==> config.mk <==
export PLATFORM = sky130hd
export DESIGN_NAME = gmcp_cordic_cell
export DESIGN_NICKNAME = d
export VERILOG_FILES = /design/src/rtl/gmcp_pkg.sv /design/src/rtl/gmcp_cordic_cell.sv
export SDC_FILE = /design/constraint.sdc
export NUM_CORES = 1
export LEC_CHECK = 0
export BUFFER_PORTS_ARGS = -buffer_cell sky130_fd_sc_hd__buf_4
export CAP_MARGIN = 5
export CORE_AREA = 2 2 137 139
export DETAILED_ROUTE_END_ITERATION = 7
export DIE_AREA = 0 0 139 141
export HOLD_SLACK_MARGIN = 0.12
export PLACE_DENSITY = 0.74
export SLEW_MARGIN = 20
export SYNTH_ARGS = -nofsm -noshare
export SYNTH_HDL_FRONTEND = slang
export SYNTH_SLANG_ARGS = --single-unit
==> constraint.sdc <==
create_clock -name clock -period 6.56 [get_ports clock]
set_clock_uncertainty 0.1 [all_clocks]
set_input_delay 0.656 -clock clock [delete_from_list [all_inputs] [get_ports clock]]
set_output_delay 0.656 -clock clock [all_outputs]
set_load 0.1 [all_outputs]
==> src/rtl/gmcp_pkg.sv <==
`timescale 1ns / 1ps
// Shared types, constants and table functions of the Gaussian cosine pulse generator.
package gmcp_pkg;

   localparam int REM_BITS  = 54;   // remainder width of the division cells
   localparam int DVSR_BITS = 53;   // 32 * spread^2
   localparam int U_BITS    = 21;   // quotient u, Q5.16
   localparam int E_BITS    = 31;   // envelope mantissa, Q30 up to one
   localparam int TAB_BITS  = 30;
   localparam int CR_BITS   = 34;   // CORDIC x, y, z width
   localparam int EXP_CELLS = 16;

   localparam logic [30:0] LOG2E_Q30       = 31'd1549082005;
   localparam logic [33:0] CORDIC_GAIN_Q30 = 34'd652032874;
   localparam logic [30:0] E_ONE           = 31'h4000_0000;
   localparam int          AMP_MAX         = 32767;

   localparam logic [1:0] REG_DELAY  = 2'd0;
   localparam logic [1:0] REG_SPREAD = 2'd1;
   localparam logic [1:0] REG_FREQ   = 2'd2;

   localparam logic [31:0] ATAN_TURNS [32] = '{
      32'h20000000, 32'h12E4051E, 32'h09FB385B, 32'h051111D4, 32'h028B0D43, 32'h0145D7E1,
      32'h00A2F61E, 32'h00517C55, 32'h0028BE53, 32'h00145F2F, 32'h000A2F98, 32'h000517CC,
      32'h00028BE6, 32'h000145F3, 32'h0000A2FA, 32'h0000517D, 32'h000028BE, 32'h0000145F,
      32'h00000A30, 32'h00000518, 32'h0000028C, 32'h00000146, 32'h000000A3, 32'h00000051,
      32'h00000029, 32'h00000014, 32'h0000000A, 32'h00000005, 32'h00000003, 32'h00000001,
      32'h00000001, 32'h00000000
   };

   typedef struct packed {
      logic [REM_BITS-1:0] rem;
      logic [U_BITS-1:0]   quo;
      logic                zero;
   } div_type;

   typedef struct packed {
      logic [E_BITS-1:0] e;
      logic [U_BITS-1:0] v;
      logic              zero;
   } exp_type;

   typedef struct packed {
      logic signed [CR_BITS-1:0] x;
      logic signed [CR_BITS-1:0] y;
      logic signed [CR_BITS-1:0] z;
      logic                      neg;
   } cordic_type;

   // floor square root of a 64-bit value
   function automatic logic [63:0] isqrt64(input logic [63:0] a);
      logic [63:0] rem;
      logic [63:0] root;
      logic [63:0] bitv;
      rem  = a;
      root = '0;
      bitv = 64'h4000_0000_0000_0000;
      for (int i = 0; i < 32; i++) begin
         if (bitv > a) bitv = bitv >> 2;
      end
      for (int i = 0; i < 32; i++) begin
         if (bitv != 0) begin
            if (rem >= root + bitv) begin
               rem  = rem - (root + bitv);
               root = (root >> 1) + bitv;
            end else begin
               root = root >> 1;
            end
            bitv = bitv >> 2;
         end
      end
      return root;
   endfunction

   // 2^(-2^-k) in Q30, by repeated square roots from one half
   function automatic logic [TAB_BITS-1:0] exp_tab(input int k);
      logic [63:0] tab;
      tab = 64'h2000_0000;
      for (int i = 1; i <= k; i++) begin
         tab = isqrt64(tab << 30);
      end
      return tab[TAB_BITS-1:0];
   endfunction

endpackage

==> src/rtl/gmcp_cordic_cell.sv <==
`timescale 1ns / 1ps
// One rotation-mode CORDIC cell with a fixed shift.
module gmcp_cordic_cell
   import gmcp_pkg::*;
#(
   parameter int SHIFT = 0
) (
   input  logic       clock,
   input  logic       en,
   input  cordic_type din,
   output cordic_type dout
);

   localparam logic signed [CR_BITS-1:0] ATAN = {2'b00, ATAN_TURNS[SHIFT]};

   cordic_type dout_in;
   cordic_type dout_ff;

   always_comb begin
      dout_in = din;
      if (!din.z[CR_BITS-1]) begin
         dout_in.x = din.x - (din.y >>> SHIFT);
         dout_in.y = din.y + (din.x >>> SHIFT);
         dout_in.z = din.z - ATAN;
      end else begin
         dout_in.x = din.x + (din.y >>> SHIFT);
         dout_in.y = din.y - (din.x >>> SHIFT);
         dout_in.z = din.z + ATAN;
      end
   end

   always_ff @(posedge clock) begin
      if (en) dout_ff <= dout_in;
   end

   assign dout = dout_ff;

endmodule

==> metrics.txt <==
run status finished clean; count of input and output buffers 207; number of levels the H-tree was split into 3; final core utilization 59.8%; syn nets 1223; share of flip-flops with an asynchronous set or reset after synthesis 0%; setup violation total in the final timing report 0; all-layer global routing usage 27.9%; internal power component 1470 uW; Worst setup EP type flip-flop; fraction of power consumed by sequential logic 30.1%; floorplan die height 141 um; area share of the leading cell type in the synthesized netlist 34.2%; post-synthesis instance area 8950 um2; total clock sinks 102; Max-Slew Margin vs Limit 33.7%; sequential cell area fraction in the yosys report 34.2%; DRC violation total after the first TritonRoute iteration 801; critical path start-end classification in2reg; Post-Route M1 WL 12.3 mm; flip-flop count of the largest register, all copies and words added 102; Pre-Repair DR Iteration Count 5; Row Count 50; initial antenna violation count 0; quantity of gates resized following cts 0; Final Hold Viols 0; most used standard cell by instance count after synthesis a21oi_1; synthesized instance count 1012; static leakage 0.00486 uW; maximum resistive drop on vdd 0.199 mV; TritonCTS buffer count 9; sum of met3 wire segment lengths after detailed routing 2.12 mm; global-route wire length before repair 43.5 mm; Yosys warning total 0; total of flip-flops plus latches after synthesis 102; clock tree from TritonCTS built; required time worst endpoint 6570 ps; Ports 208; detailed placement HPWL 21.8 mm; postcts setup bufs 0; period utilization 59.6%; hold path depth 1; Tightest Pin Transition 995 ps; max frequency 256 MHz; maximum number of pins on one net before global-route repair 89; Overflow after GRT 0; final sum of negative setup slack 0 ps; crit start category input pin; post-detailed-routing wire length 28.0 mm; net switching power of the design 1420 uW; clk slew on worst S/H paths 80 ps; count of distinct cell types in the synthesized netlist 72; last weighted congestion value of the routability-driven placer 0.938; maximum count of clock buffers along a single path 2; cell types with the largest area share after synthesis edfxtp_1 34%, ha_1 14%, a21oi_1 7.0%; crit path from din[45]; Arrival @ worst endpoint 3920 ps; unrepaired setup endpoints after global routing no; largest fanout of any net on the critical path 13; number of antenna diodes 0; PD cells 264 nW/um2; cell type with the highest aggregate area in the netlist edfxtp_1; Post-synth EDFFs 102; number of fillers in the final layout 1662; average detailed-routed wire length per instance 19.6 um; Logic pwr share 51.3%; Main synth FF type edfxtp_1; Via density 5.83; Die X 139 um; area added between synthesis and finish 22.0%; highest metal layer with signal wires met4; share of cells above drive strength 1 20.8%; minimum clock period 3910 ps; Switching Fraction 49.0%; hold path start din[22]; Die Outline Area 19600 um2; initial core utilization 49.0%; number of global-route vias before repair 8019; ranking of synthesized cells by instance count 125 x a21oi_1, 102 x edfxtp_1, 102 x ha_1; core region area 18300 um2; DR vias 8312; final net count 1399; synthesized area per cell 8.85 um2; count of final max-slew check failures 0; hold-fix buffers at CTS 0; WL met2 12.9 mm; clock network fraction of total power 18.5%; detailed-route DRC error count 0; remaining number of nets flagged by the antenna check after routing 0; Max-Cap Viols 0; CTS root buffer clkbuf_16; path type of the worst min-delay path in2reg
[cell families after synthesis]
family / share of synthesized area [%]
compound gates: 23.1
simple gates: 12.8
buf+inv: 6.60
fa+ha+maj: 15.1
flops: 34.2
xor+xnor: 6.36
mux: 1.80
[power by group through the flow]
stage	clock, uW	combinational (uW)	sequential (uW)
global route	567	1550	880
detailed placement	0	1470	885
CTS	547	1470	872
floorplan	0	445	1540
global placement	0	1470	883
finish	535	1480	870
[final timing paths]
| path | slack, ps | to |
|---|---|---|
| min | 370 | dout[22] |
| max | 2650 | dout[99] |
[cell usage in the layout, fill, tap and decap left out, drive strengths merged, types with 9 or more instances in the layout]
cell and n:
mux2i 15, xnor2 57, inv 108, o21ai 72, nor2 81, buf 210
clkbuf 9, edfxtp 102, ha 102, o211ai 13, nand2 51, or2 9
a21oi 125, nor3 25, nand2b 11, o31ai 15, nand3 9, o21bai 22
a211oi 9, a21o 20, a31oi 9, nand4 10
[critical path, stage by stage]
cell	delay [ps]
buf_4	90
inv_1	40
ha_1	470
nor4_2	530
nand4_1	170
a211oi_1	400
o2111ai_1	240
and2_1	300
o41ai_1	660
a21oi_1	180
xnor2_1	180
[metal layers]
metal	GRT usage (%)	up-vias
met5	0	-
met4	8.29	0
met3	3.97	42
met2	45.7	375
met1	38.8	3921
li1	-	3974
[area by class of cell]
cell class / count / area (um2) / share of cell area [%]
clock buffers: 9 / 225 / 2.06
clock inverters: 6 / 56.3 / 0.516
inverters: 108 / 405 / 3.71
multi-input cells: 757 / 5300 / 48.5
flip-flops and latches: 102 / 3060 / 28.1
well taps: 234 / 293 / 2.68
repair buffers: 210 / 1580 / 14.4
[metrics by stage]
| step | std cells | cell area (um2) | setup slack, ps | total power [uW] | hold WS [ps] |
|---|---|---|---|---|---|
| 2_1_floorplan | 1012 | 8950 | 3270 | 1990 | 655 |
| 3_3_place_gp | 1411 | 10600 | 2510 | 2350 | 734 |
| 3_5_place_dp | 1411 | 10600 | 2400 | 2350 | 735 |
| 4_1_cts | 1426 | 10900 | 2790 | 2890 | 362 |
| 5_1_grt | 1426 | 10900 | 2470 | 3000 | 363 |
| 6_report | 1426 | 10900 | 2650 | 2890 | 370 |
(Power assumes the default switching activity.)
