### src/rtl/gmcp_pkg.sv
`timescale 1ns / 1ps
// Shared types, constants and table functions of the Gaussian cosine pulse generator.
package gmcp_pkg;

   localparam int REM_BITS  = 54;   // remainder width of the division cells
   localparam int DVSR_BITS = 53;   // 32 * spread^2
   localparam int U_BITS    = 21;   // quotient u, Q5.16
   localparam int E_BITS    = 31;   // envelope mantissa, Q30 up to one
   localparam int TAB_BITS  = 30;
   localparam int CR_BITS   = 34;   // CORDIC x, y, z width
   localparam int EXP_CELLS = 16;

   localparam logic [30:0] LOG2E_Q30       = 31'd1549082005;
   localparam logic [33:0] CORDIC_GAIN_Q30 = 34'd652032874;
   localparam logic [30:0] E_ONE           = 31'h4000_0000;
   localparam int          AMP_MAX         = 32767;

   localparam logic [1:0] REG_DELAY  = 2'd0;
   localparam logic [1:0] REG_SPREAD = 2'd1;
   localparam logic [1:0] REG_FREQ   = 2'd2;

   localparam logic [31:0] ATAN_TURNS [32] = '{
      32'h20000000, 32'h12E4051E, 32'h09FB385B, 32'h051111D4, 32'h028B0D43, 32'h0145D7E1,
      32'h00A2F61E, 32'h00517C55, 32'h0028BE53, 32'h00145F2F, 32'h000A2F98, 32'h000517CC,
      32'h00028BE6, 32'h000145F3, 32'h0000A2FA, 32'h0000517D, 32'h000028BE, 32'h0000145F,
      32'h00000A30, 32'h00000518, 32'h0000028C, 32'h00000146, 32'h000000A3, 32'h00000051,
      32'h00000029, 32'h00000014, 32'h0000000A, 32'h00000005, 32'h00000003, 32'h00000001,
      32'h00000001, 32'h00000000
   };

   typedef struct packed {
      logic [REM_BITS-1:0] rem;
      logic [U_BITS-1:0]   quo;
      logic                zero;
   } div_type;

   typedef struct packed {
      logic [E_BITS-1:0] e;
      logic [U_BITS-1:0] v;
      logic              zero;
   } exp_type;

   typedef struct packed {
      logic signed [CR_BITS-1:0] x;
      logic signed [CR_BITS-1:0] y;
      logic signed [CR_BITS-1:0] z;
      logic                      neg;
   } cordic_type;

   // floor square root of a 64-bit value
   function automatic logic [63:0] isqrt64(input logic [63:0] a);
      logic [63:0] rem;
      logic [63:0] root;
      logic [63:0] bitv;
      rem  = a;
      root = '0;
      bitv = 64'h4000_0000_0000_0000;
      for (int i = 0; i < 32; i++) begin
         if (bitv > a) bitv = bitv >> 2;
      end
      for (int i = 0; i < 32; i++) begin
         if (bitv != 0) begin
            if (rem >= root + bitv) begin
               rem  = rem - (root + bitv);
               root = (root >> 1) + bitv;
            end else begin
               root = root >> 1;
            end
            bitv = bitv >> 2;
         end
      end
      return root;
   endfunction

   // 2^(-2^-k) in Q30, by repeated square roots from one half
   function automatic logic [TAB_BITS-1:0] exp_tab(input int k);
      logic [63:0] tab;
      tab = 64'h2000_0000;
      for (int i = 1; i <= k; i++) begin
         tab = isqrt64(tab << 30);
      end
      return tab[TAB_BITS-1:0];
   endfunction

endpackage

### src/rtl/gmcp_div_cell.sv
`timescale 1ns / 1ps
// One restoring-division cell: yields one quotient bit of u = d^2 / (2 s^2).
module gmcp_div_cell
   import gmcp_pkg::*;
(
   input  logic                 clock,
   input  logic                 en,
   input  logic [DVSR_BITS-1:0] dvsr,
   input  div_type              din,
   output div_type              dout
);

   logic                ge;
   logic [REM_BITS-1:0] diff;
   div_type             dout_in;
   div_type             dout_ff;

   always_comb begin
      ge   = din.rem >= {1'b0, dvsr};
      diff = ge ? din.rem - {1'b0, dvsr} : din.rem;
      dout_in.rem  = {diff[REM_BITS-2:0], 1'b0};
      dout_in.quo  = {din.quo[U_BITS-2:0], ge};
      dout_in.zero = din.zero;
   end

   always_ff @(posedge clock) begin
      if (en) dout_ff <= dout_in;
   end

   assign dout = dout_ff;

endmodule

### config.mk
export PLATFORM = sky130hd
export DESIGN_NAME = gmcp_div_cell
export DESIGN_NICKNAME = d
export VERILOG_FILES = /design/src/rtl/gmcp_pkg.sv /design/src/rtl/gmcp_div_cell.sv
export SDC_FILE = /design/constraint.sdc
export NUM_CORES = 1
export LEC_CHECK = 0
export ABC_AREA = 0
export BUFFER_PORTS_ARGS = -buffer_cell sky130_fd_sc_hd__buf_2
export CORE_MARGIN = 2
export CORE_UTILIZATION = 45
export DETAILED_ROUTE_END_ITERATION = 6
export PLACE_DENSITY = 0.78
export SLEW_MARGIN = 30
export SYNTH_ARGS = -nofsm -noshare
export SYNTH_HDL_FRONTEND = slang
export SYNTH_SLANG_ARGS = --single-unit
export TNS_END_PERCENT = 100
### constraint.sdc
create_clock -name clock -period 3.85 [get_ports clock]
set_clock_uncertainty 0.2 [all_clocks]
set_input_delay 0.385 -clock clock [delete_from_list [all_inputs] [get_ports clock]]
set_output_delay 0.385 -clock clock [all_outputs]
set_load 0.005 [all_outputs]
==> run_results.csv <==
group,metric,value,unit
status,outcome,"finished clean",
sta,drv_slew,0,
yosys,yosysWarnings,0,
routing,drc,0,
floorplanning,core_area,0.0140,mm2
placed_design,place_congestion,0.894,
clocking,cts_buffers,9,
sta,relSlewSlack,52.3,%
floorplanning,initial_core_util,46.3,%
pwr,p_switching,0.943,mW
setup_path,arrival,3330,ps
clocking,cts.repair.resized,0,
pwr,clkPwrFrac,29.5,%
placed_design,placed_cell_area,0.00763,mm2
floorplanning,fp.dieArea,0.0154,mm2
final_layout,final_area,0.00800,mm2
yosys,syn_nets,926,
routing,drt_iter0_markers,457,
clocking,clk_path_buf_depth,2,
pwr,p_int,2.01,mW
sta,finalHoldViolCount,0,
routing,num_vias,6164,
sta,setup_tns,0,ps
yosys,synth_top_flop_cell,"edfxtp_1",
yosys,netlist.area_leader.share,34.8,%
placed_design,place_hpwl,13800,um
yosys,avgSynthCellArea,8.74,um2
global_route,grt_overflow_total,0,
global_route,grt_start_max_net_pins,76,
pwr,swShare,31.9,%
global_route,grt_pass1_wl,27300,um
clocking,clockRootBuffer,"clkbuf_16",
setup_path,critPathRequiredTime,3740,ps
setup_path,critPathCaptureType,"register",
routing,wl,17700,um
setup_path,worst_path_dominant_cell_family,"compound AO/OA/AOI/OAI gates",
floorplanning,die_h,124,um
pwr,p_leak,3.73,nW
routing,routed_via_density,5.49,
setup_path,critical_path_class,"primary input to register",
yosys,synth-seq-cells,75,
pwr,p_seq_share,36.3,%
yosys,synth_top_area_cell,"edfxtp_1",
floorplanning,io_pins,207,
clocking,htreeDepth,3,
final_layout,drive_above_1_share,28.0,%
setup_path,crit_top_cell,"inv_1",
clocking,clk_pin_slew,60,ps
pwr,powerDensity,370,mW/mm2
sta,finalCritPeriodShare,89.2,%
setup_path,critical_path.max_stage_delay,410,ps
setup_path,slowest_stage,"fa_1",
global_route,grt_usage,22.9,%
routing,dr.pass1.iters,5,
flow_run,max_cap_viol_count,0,
setup_path,startpoint_type,"primary input",
sta,worst_pin_slew,715,ps
setup_path,cp_max_fo,43,
yosys,ys_async_sr_fraction,0,%
placed_design,io_buffers,204,
pwr,p_comb_share,34.2,%
final_layout,fin_nets,1122,
setup_path,path_buf_inv,5,
yosys,syn-cell-area,0.00647,mm2
routing,postRouteAntennaNets,0,
final_layout,fillerInstances,1280,
yosys,synth_edf_count,75,
yosys,ys_types,69,
final_layout,regArea,0.00225,mm2
clocking,cts.sinks,75,
yosys,seq_area_frac_synth,34.8,%
sta,grt_setup_unrepaired,"false",
worst_hold_path,hold_class,"primary input to register",
sta,finalSetupViolations,0,
yosys,ys_top_cells_by_area,"edfxtp_1, ha_1, a21oi_1",
final_layout,multiInputGateArea,0.00376,mm2
final_layout,area_delta_synth_final,23.6,%
setup_path,crit_chain,"buf_2 > inv_1 > ha_1 > inv_1 > fa_1 > a21o_1 > a221oi_2 > o21a_1 > nand3_1 > a21oi_2 > o21ai_2 > a41o_2 > buf_12 > buf_4 > nor2_1 > a21oi_1",
final_layout,largest_reg_flops,75,
sta,max_freq,291,MHz
floorplanning,rows,43,
global_route,antenna_found_initial,0,
yosys,synth_cells,741,
final_layout,n_antenna_cell,0,
global_route,grt_pass1_vias,5618,
routing,avgRoutedWirePerCell,15.8,um
sta,fin_crit,3430,ps
floorplanning,chipWidth,124,um
pwr,ir_worst_vdd,218,uV
clocking,cts_tree,"done",
## stage by stage
| step | hold WS [ps] | util, % | std cells | power, mW | worst slack, ps |
|---|---|---|---|---|---|
| 3_3_place_gp | 361 | 54.5 | 1099 | 2.07 | 146 |
| 2_1_floorplan | 284 | - | 741 | 1.74 | 473 |
| 4_1_cts | 0.504 | 57.1 | 1121 | 2.97 | 431 |
| 3_5_place_dp | 363 | 54.5 | 1099 | 2.08 | 54.6 |
| 6_report | 7.32 | 57.2 | 1122 | 2.96 | 417 |
| 5_1_grt | 5.07 | 57.2 | 1122 | 3.12 | 238 |
## path summary, 6_finish.rpt
| check | startpoint | to | slack [ps] | depth (start not counted) |
|---|---|---|---|---|
| worst max-delay path | din[22] | dout[63] | 420 | 16 |
| worst min-delay path | din[13] | dout[14] | 7 | 1 |
## layout make-up
cell class                      instances  share of cell area [%]
Timing Repair Buffer                  226                    15.4
Sequential cell                        75                    28.1
Tap cell                              180                    2.81
Inverter                               60                    2.81
Clock buffer                            9                    2.81
Multi-Input combinational cell        565                    47.0
Clock inverter                          7                   0.954
## power groups by stage
stage | clock [mW] | sequential, mW | combinational, mW
final | 0.873 | 1.07 | 1.01
after global routing | 0.911 | 1.08 | 1.12
after detailed placement | 0 | 1.09 | 0.994
after floorplan | 0 | 1.11 | 0.629
after global placement | 0 | 1.09 | 0.982
after CTS | 0.886 | 1.08 | 1.01
## kinds of logic after synthesis
logic type / after synthesis / synth area share [%]
compound gates: 229 / 21.9
xor+xnor: 47 / 6.36
fa+ha+maj: 54 / 10.6
buf+inv: 101 / 7.09
flops: 75 / 34.8
mux: 13 / 2.90
other cells: 1 / 0.0579
simple gates: 221 / 16.4
## synthesized netlist by cell type, types with 20 or more instances
cell      number
clkbuf_1      22
inv_1         60
ha_1          53
xor2_1        24
nor2_1        71
a21oi_1       93
edfxtp_1      75
o21ai_0       37
xnor2_1       23
nand2_1       52
a21o_1        28
nand4_1       20
## cell usage in the layout, fill, tap and decap left out, types with 8 or more instances in the layout
cell and instances:
nor3_1 13, ha_1 53, mux2_4 11, a31oi_1 15, nand3_1 16, and2_1 8
clkbuf_16 9, o21ai_0 37, o21a_1 8, edfxtp_1 75, buf_2 203, a21o_1 28
and3_1 8, nand2_1 52, nor2_1 71, nand4_1 20, xor2_1 24, buf_4 13
inv_1 60, xnor2_1 23, a21oi_1 93
## what timing repair did
item	in CTS	in global routing
hold buffers	6	1
buffers inserted	0	0
hold endpoints to repair	6	1
## layer usage
layer / share of wire, % / GRT usage [%]
met1: 47 / 32.0
met2: 45 / 36.6
met5: 0 / 0
met4: 1.4 / 6.04
met3: 6.8 / 4.12
Power figures use the tool's default switching activity.
