[config.mk]
export PLATFORM = sky130hd
export DESIGN_NAME = gmcp_exp_cell
export DESIGN_NICKNAME = d
export VERILOG_FILES = /design/src/rtl/gmcp_pkg.sv /design/src/rtl/gmcp_exp_cell.sv
export SDC_FILE = /design/constraint.sdc
export NUM_CORES = 1
export LEC_CHECK = 0
export ABC_AREA = 1
export BUFFER_PORTS_ARGS = -buffer_cell sky130_fd_sc_hd__buf_2
export CAP_MARGIN = 0
export CORE_MARGIN = 2
export CORE_UTILIZATION = 65
export DETAILED_ROUTE_END_ITERATION = 10
export PLACE_DENSITY = 0.88
export SETUP_SLACK_MARGIN = 0.02
export SYNTH_ARGS = -nofsm -noshare
export SYNTH_HDL_FRONTEND = slang
export SYNTH_SLANG_ARGS = --single-unit
[constraint.sdc]
create_clock -name clock -period 11 [get_ports clock]
set_input_delay 1.1 -clock clock [delete_from_list [all_inputs] [get_ports clock]]
set_output_delay 1.1 -clock clock [all_outputs]
set_load 0.005 [all_outputs]
[src/rtl/gmcp_pkg.sv]
`timescale 1ns / 1ps
// Shared types, constants and table functions of the Gaussian cosine pulse generator.
package gmcp_pkg;

   localparam int REM_BITS  = 54;   // remainder width of the division cells
   localparam int DVSR_BITS = 53;   // 32 * spread^2
   localparam int U_BITS    = 21;   // quotient u, Q5.16
   localparam int E_BITS    = 31;   // envelope mantissa, Q30 up to one
   localparam int TAB_BITS  = 30;
   localparam int CR_BITS   = 34;   // CORDIC x, y, z width
   localparam int EXP_CELLS = 16;

   localparam logic [30:0] LOG2E_Q30       = 31'd1549082005;
   localparam logic [33:0] CORDIC_GAIN_Q30 = 34'd652032874;
   localparam logic [30:0] E_ONE           = 31'h4000_0000;
   localparam int          AMP_MAX         = 32767;

   localparam logic [1:0] REG_DELAY  = 2'd0;
   localparam logic [1:0] REG_SPREAD = 2'd1;
   localparam logic [1:0] REG_FREQ   = 2'd2;

   localparam logic [31:0] ATAN_TURNS [32] = '{
      32'h20000000, 32'h12E4051E, 32'h09FB385B, 32'h051111D4, 32'h028B0D43, 32'h0145D7E1,
      32'h00A2F61E, 32'h00517C55, 32'h0028BE53, 32'h00145F2F, 32'h000A2F98, 32'h000517CC,
      32'h00028BE6, 32'h000145F3, 32'h0000A2FA, 32'h0000517D, 32'h000028BE, 32'h0000145F,
      32'h00000A30, 32'h00000518, 32'h0000028C, 32'h00000146, 32'h000000A3, 32'h00000051,
      32'h00000029, 32'h00000014, 32'h0000000A, 32'h00000005, 32'h00000003, 32'h00000001,
      32'h00000001, 32'h00000000
   };

   typedef struct packed {
      logic [REM_BITS-1:0] rem;
      logic [U_BITS-1:0]   quo;
      logic                zero;
   } div_type;

   typedef struct packed {
      logic [E_BITS-1:0] e;
      logic [U_BITS-1:0] v;
      logic              zero;
   } exp_type;

   typedef struct packed {
      logic signed [CR_BITS-1:0] x;
      logic signed [CR_BITS-1:0] y;
      logic signed [CR_BITS-1:0] z;
      logic                      neg;
   } cordic_type;

   // floor square root of a 64-bit value
   function automatic logic [63:0] isqrt64(input logic [63:0] a);
      logic [63:0] rem;
      logic [63:0] root;
      logic [63:0] bitv;
      rem  = a;
      root = '0;
      bitv = 64'h4000_0000_0000_0000;
      for (int i = 0; i < 32; i++) begin
         if (bitv > a) bitv = bitv >> 2;
      end
      for (int i = 0; i < 32; i++) begin
         if (bitv != 0) begin
            if (rem >= root + bitv) begin
               rem  = rem - (root + bitv);
               root = (root >> 1) + bitv;
            end else begin
               root = root >> 1;
            end
            bitv = bitv >> 2;
         end
      end
      return root;
   endfunction

   // 2^(-2^-k) in Q30, by repeated square roots from one half
   function automatic logic [TAB_BITS-1:0] exp_tab(input int k);
      logic [63:0] tab;
      tab = 64'h2000_0000;
      for (int i = 1; i <= k; i++) begin
         tab = isqrt64(tab << 30);
      end
      return tab[TAB_BITS-1:0];
   endfunction

endpackage

[src/rtl/gmcp_exp_cell.sv]
`timescale 1ns / 1ps
// One envelope cell: multiply by 2^(-2^-k) when its fraction bit of v is set.
module gmcp_exp_cell
   import gmcp_pkg::*;
#(
   parameter int                  BIT_POS = 15,
   parameter logic [TAB_BITS-1:0] TAB     = 30'd759250125
) (
   input  logic    clock,
   input  logic    en,
   input  exp_type din,
   output exp_type dout
);

   logic [E_BITS+TAB_BITS-1:0] prod;
   exp_type                    dout_in;
   exp_type                    dout_ff;

   always_comb begin
      prod = {{TAB_BITS{1'b0}}, din.e} * {{E_BITS{1'b0}}, TAB}
             + (E_BITS+TAB_BITS)'(64'd1 << 29);
      dout_in      = din;
      if (din.v[BIT_POS]) dout_in.e = prod[E_BITS+29:30];
   end

   always_ff @(posedge clock) begin
      if (en) dout_ff <= dout_in;
   end

   assign dout = dout_ff;

endmodule

==> results of run 1 <==
stage by stage:
stage / instance area, um^2 / hold WS (ps)
global placement: 20700 / 1280
finish: 20900 / 966
floorplan: 19700 / 1200
global route: 20900 / 970
CTS: 20900 / 970
detailed placement: 20700 / 1280
metal layers:
metal  global-route usage [%]  vias up
met5                        0        -
met2                     68.5      870
met1                     53.5     7702
li1                         -     7244
met4                     24.9        0
met3                     10.5      213
layout by cell type (no fill, tap or decap), types with 11 or more instances in the layout:
master and n:
nand2_2 25, fa_1 322, nand4_1 17, xnor2_1 12, o21ai_0 18, a21oi_1 53
ha_1 401, nand2_1 495, nand3_1 77, inv_1 656, buf_2 107, o21ai_1 11
edfxtp_1 53, nor2_1 64, nor2_2 15, xor2_1 37, a21o_1 11
synthesized netlist by cell type, types with 17 or more instances:
cell type,n
fa_1,322
a21oi_1,53
nand4_1,17
o21ai_0,18
inv_1,656
nand2_2,25
nor2_1,64
nand3_1,77
edfxtp_1,53
xor2_1,37
ha_1,401
nand2_1,495
area by class of cell:
cell class | count | area (um^2) | area share [%]
Clock buffer | 5 | 125 | 0.600
Timing Repair Buffer | 108 | 543 | 2.60
Sequential cell | 53 | 1590 | 7.63
Tap cell | 390 | 488 | 2.34
Multi-Input combinational cell | 1603 | 15600 | 74.8
Clock inverter | 3 | 21.3 | 0.102
Inverter | 663 | 2490 | 11.9
final timing paths:
kind                 from            endpoint  slack, ps
hold / removal     din[3]   dout[3]$_DFFE_PP_        970
setup / recovery  din[36]  dout[51]$_DFFE_PP_       3440
cell families after synthesis:
| group | count (synthesis) |
|---|---|
| AOI/OAI and AO/OA | 103 |
| buffers and inverters | 670 |
| and+or+nand+nor | 728 |
| DFF | 53 |
| xor gates and xnor gates | 49 |
| adders and majority gates | 723 |
==> flow_summary_export.csv, run 1 <==
group,metric,value,unit
final_layout,post-route-util,70.2,%
timing,slew_headroom,18.3,%
synth,avgSynthCellArea,8.48,um^2
cts,cts_max_level,2,
timing,layout_setup_ws,3440,ps
final_layout,largest_register_ffs,53,
timing,worst_slew_pin_slew,1230,ps
cts,clock-root-buffer,"clkbuf_16",
synth,synth_seq_area_share,8.07,%
timing,setup_viol,0,
hold_path,hp-class,"in -> reg",
place,gp_congestion,1.04,
final_layout,finalNonFillerCells,2825,
synth,synth-adder-area-share,58.1,%
critical_path,cp_slowest_stage_delay,520,ps
cts,cts_buffers,5,
grt,grt_first_pass_wirelength,98300,um
timing,min_period_over_period,68.7,%
synth,synth-seq-cells,53,
place,dp_slack,3320,ps
detailed_routing,drc_errors,0,
critical_path,critical_path.most_common_cell,"nand2_1",
synth,synth_edf_count,53,
critical_path,crit_slowest_cell,"fa_1",
detailed_routing,viasPerCell,5.67,
synth,synthTopCellsByArea,"fa_1, ha_1, inv_1, nand2_1, edfxtp_1",
synth,synth_compound_area_share,2.89,%
synth,synth_top_area_cell,"fa_1",
detailed_routing,met3_length,6850,um
synth,synthMuxAreaShare,0,%
grt,antenna_found_initial,0,
critical_path,path_buf_inv,3,
grt,globalRouteTotalUtil,43.0,%
detailed_routing,wl_met1,25300,um
cts,cts_buffer_depth,2,
critical_path,crit_family,"adder cells",
grt,grt_pass1_vias,17100,
critical_path,arrival,7620,ps
die,core,29700,um^2
cts,postCtsHoldBufs,0,
final_layout,syn_to_final_growth,5.81,%
critical_path,worstPathRequired,11060,ps
cts,cts_sinks,53,
critical_path,crit_type,"in -> reg",
die,die_area,31700,um^2
timing,fin_crit,7560,ps
grt,grt_overflow,0,
detailed_routing,vias,16000,
detailed_routing,wl_met2,28800,um
cts,path_clk_slew,80,ps
detailed_routing,drtIter0Drc,1334,
synth,synth.top_cell.area_share,32.7,%
detailed_routing,postRouteAntennaNets,0,
detailed_routing,routed_wl,65500,um
synth,synth_cells,2326,
final_layout,diodes,0,
timing,rsz0062_at_grt,"false",
grt,grt_max_degree,54,
flow_run,drv_cap,0,
timing,timing.fmax,132,MHz
timing,fin_setup_tns,0,ps
hold_path,hold_depth,1,
final_layout,fillers,2393,
place,place_hpwl,58000,um
synth,synth_xor_area_share,2.18,%
synth,synth_nets,3104,
place,place_inst,2817,
detailed_routing,first_pass_iters,7,
critical_path,cp.depth,25,
place,port_buffers,107,
timing,slew_violations,0,
die,initial_utilization,66.3,%
detailed_routing,routedWlPerCell,23.2,um
outcome,status,"finished, final reports clean",
synth,ys_warn_count,0,
critical_path,cp_max_fo,9,
cts,cts_setup_buffers,0,
cts,post_cts_resized,0,
cts,cts_tree,"built",
synth,synth_ff_type,"edfxtp_1",
synth,synth_top_family_by_area,"adder cells",
die,die_y,178,um
critical_path,start_kind,"primary input",
synth,yosys.area_share.simple,15.9,%
detailed_routing,top_layer_used,"met4",
critical_path,endpoint_kind,"flip-flop",
synth,syn_area,19700,um^2
die,rows,63,
synth,synth.distinct_cells,31,
final_layout,drive_gt1_share,7.68,%
timing,hold_viol_final,0,
die,die_x,178,um
die,ioPinCount,108,
synth,synthArstFlopShare,0,%
final_layout,nNetsFinal,3212,
Power of run 1 is left out: the tool's default activity adds up to more than one toggle a clock period on the data nets, which glitch-free logic cannot reach.
==> run 2: changes to the inputs <==
- CORE_UTILIZATION: 65 -> 59
- PLACE_DENSITY: 0.88 -> 0.84
- clock period: 11 -> 6.24 ns (I/O delays scaled with it)
==> run 2 against run 1 <==
Compared with the run above: the run now ends with negative setup slack left; sequential share of layout area fell by 1.3 points; worst setup slack got worse by 3500 ps; via count rose by 11%; flip-flop and latch count unchanged; count of clock-buffer cells in the layout stayed put; core utilization rose by 6.7 points; first-iteration DRC count shrank 11%; worst hold slack lost 470 ps; global-route usage fell by 3.4 points; critical endpoint is now dout[50]$_DFFE_PP_.
==> flow_summary_export.csv, run 2 (same netlist as run 1, synthesis figures left out) <==
group,metric,value,unit
critical_path,start_kind,"primary input",
timing,fin_crit,6270,ps
critical_path,cp.depth,27,
final_layout,largest_register_ffs,53,
critical_path,endpoint,"dout[50]$_DFFE_PP_",
grt,grt_pass1_vias,19000,
timing,hold_viol_final,0,
die,die_x,187,um
outcome,failed_checks,"negative setup slack",
timing,slew_headroom,45.8,%
place,gp_congestion,1.05,
critical_path,path_buf_inv,9,
critical_path,arrival,6330,ps
timing,fin_setup_tns,-134,ps
final_layout,drive_gt1_share,28.8,%
die,ioPinCount,108,
detailed_routing,vias,17800,
outcome,status,"complete, but fails checks",
cts,cts_tree,"built",
die,die_area,34900,um^2
timing,min_period_over_period,101,%
cts,path_clk_slew,80,ps
final_layout,syn_to_final_growth,27.5,%
cts,cts_sinks,53,
grt,grt_first_pass_wirelength,104000,um
critical_path,crit_family,"adder cells",
critical_path,cp_max_fo,4,
detailed_routing,viasPerCell,5.60,
final_layout,ff_latch_area,1590,um^2
detailed_routing,first_pass_iters,7,
grt,grt_overflow,0,
cts,cts_buffer_depth,2,
cts,cts_max_level,2,
critical_path,crit_type,"in -> reg",
hold_path,hp-class,"in -> reg",
final_layout,multi_input_area,17400,um^2
cts,postCtsHoldBufs,0,
die,rows,66,
timing,slew_violations,0,
critical_path,crit_slowest_cell,"fa_1",
cts,cts_buffers,5,
grt,grt_max_degree,54,
final_layout,nNetsFinal,3516,
final_layout,final_common_cell,"inv_1",
detailed_routing,drc_errors,0,
final_layout,fillers,2207,
critical_path,endpoint_kind,"flip-flop",
place,place_hpwl,60400,um
final_layout,post-route-util,76.9,%
timing,rsz0062_at_grt,"true",
critical_path,cp_slowest_stage_delay,590,ps
detailed_routing,postRouteAntennaNets,0,
final_layout,diodes,0,
timing,timing.fmax,159,MHz
timing,setup_viol,9,
grt,globalRouteTotalUtil,39.6,%
detailed_routing,routed_wl,71900,um
detailed_routing,drtIter0Drc,1189,
place,port_buffers,107,
die,die_y,187,um
die,initial_utilization,60.3,%
cts,clock-root-buffer,"clkbuf_16",
critical_path,worstPathRequired,6300,ps
timing,worst_slew_pin_slew,813,ps
grt,antenna_found_initial,1,
timing,layout_setup_ws,-34.7,ps
flow_run,drv_cap,0,
critical_path,worstSetupStartpoint,"din[41]",
final_layout,mostFrequentLayoutCells,"inv_1, nand2_1, ha_1",
die,core,32700,um^2
detailed_routing,routedWlPerCell,22.6,um
-- run 2: cell count changes in the layout (fill, tap and decap cells not counted), sizes merged --
cell | before | now
clkbuf | 5 | 9
buf | 108 | 408
-- run 2: stage by stage --
step	instances	cell area, um^2	setup slack [ps]	hold WS, ps
finish	3181	25100	-34.7	499
global route	3181	25100	-176	499
CTS	3170	23900	16.8	498
detailed placement	3156	22900	-638	803
global placement	3156	22900	-590	802
floorplan	2326	19700	98.8	723
-- run 2: per-layer routing --
metal / vias to the layer above / share of wire, % / track usage (%)
li1: 7840 / - / -
met3: 352 / 8.7 / 6.04
met5: - / 0 / 0
met4: 0 / 8.0 / 21.2
met2: 1014 / 47 / 68.1
met1: 8610 / 37 / 48.0
-- run 2: area by class of cell --
| cell class | count | share of cell area [%] |
|---|---|---|
| Clock buffer | 5 | 0.498 |
| Tap cell | 442 | 2.20 |
| Timing Repair Buffer | 412 | 11.6 |
| Multi-Input combinational cell | 1603 | 69.4 |
| Sequential cell | 53 | 6.33 |
| Clock inverter | 3 | 0.0846 |
| Inverter | 663 | 9.90 |
-- run 2: what timing repair did --
item	in CTS	in global routing
cloned	0	0
buffers inserted	6	11
gates resized for setup	152	265
endpoints found under the setup margin	31	31
pin swaps	36	102
-- run 2: worst min-delay path by stage --
stage          startpoint            endpoint  slack (ps)  cells past startpoint
6_report          din[17]  dout[17]$_DFFE_PP_         500                      1
5_1_grt            din[4]   dout[4]$_DFFE_PP_         500                      1
4_1_cts           din[17]  dout[17]$_DFFE_PP_         500                      1
3_5_place_dp      din[17]  dout[17]$_DFFE_PP_         800                      1
3_3_place_gp      din[17]  dout[17]$_DFFE_PP_         800                      1
2_1_floorplan      din[0]   dout[0]$_DFFE_PP_         720                      0
Power of run 2 is left out for the same reason.
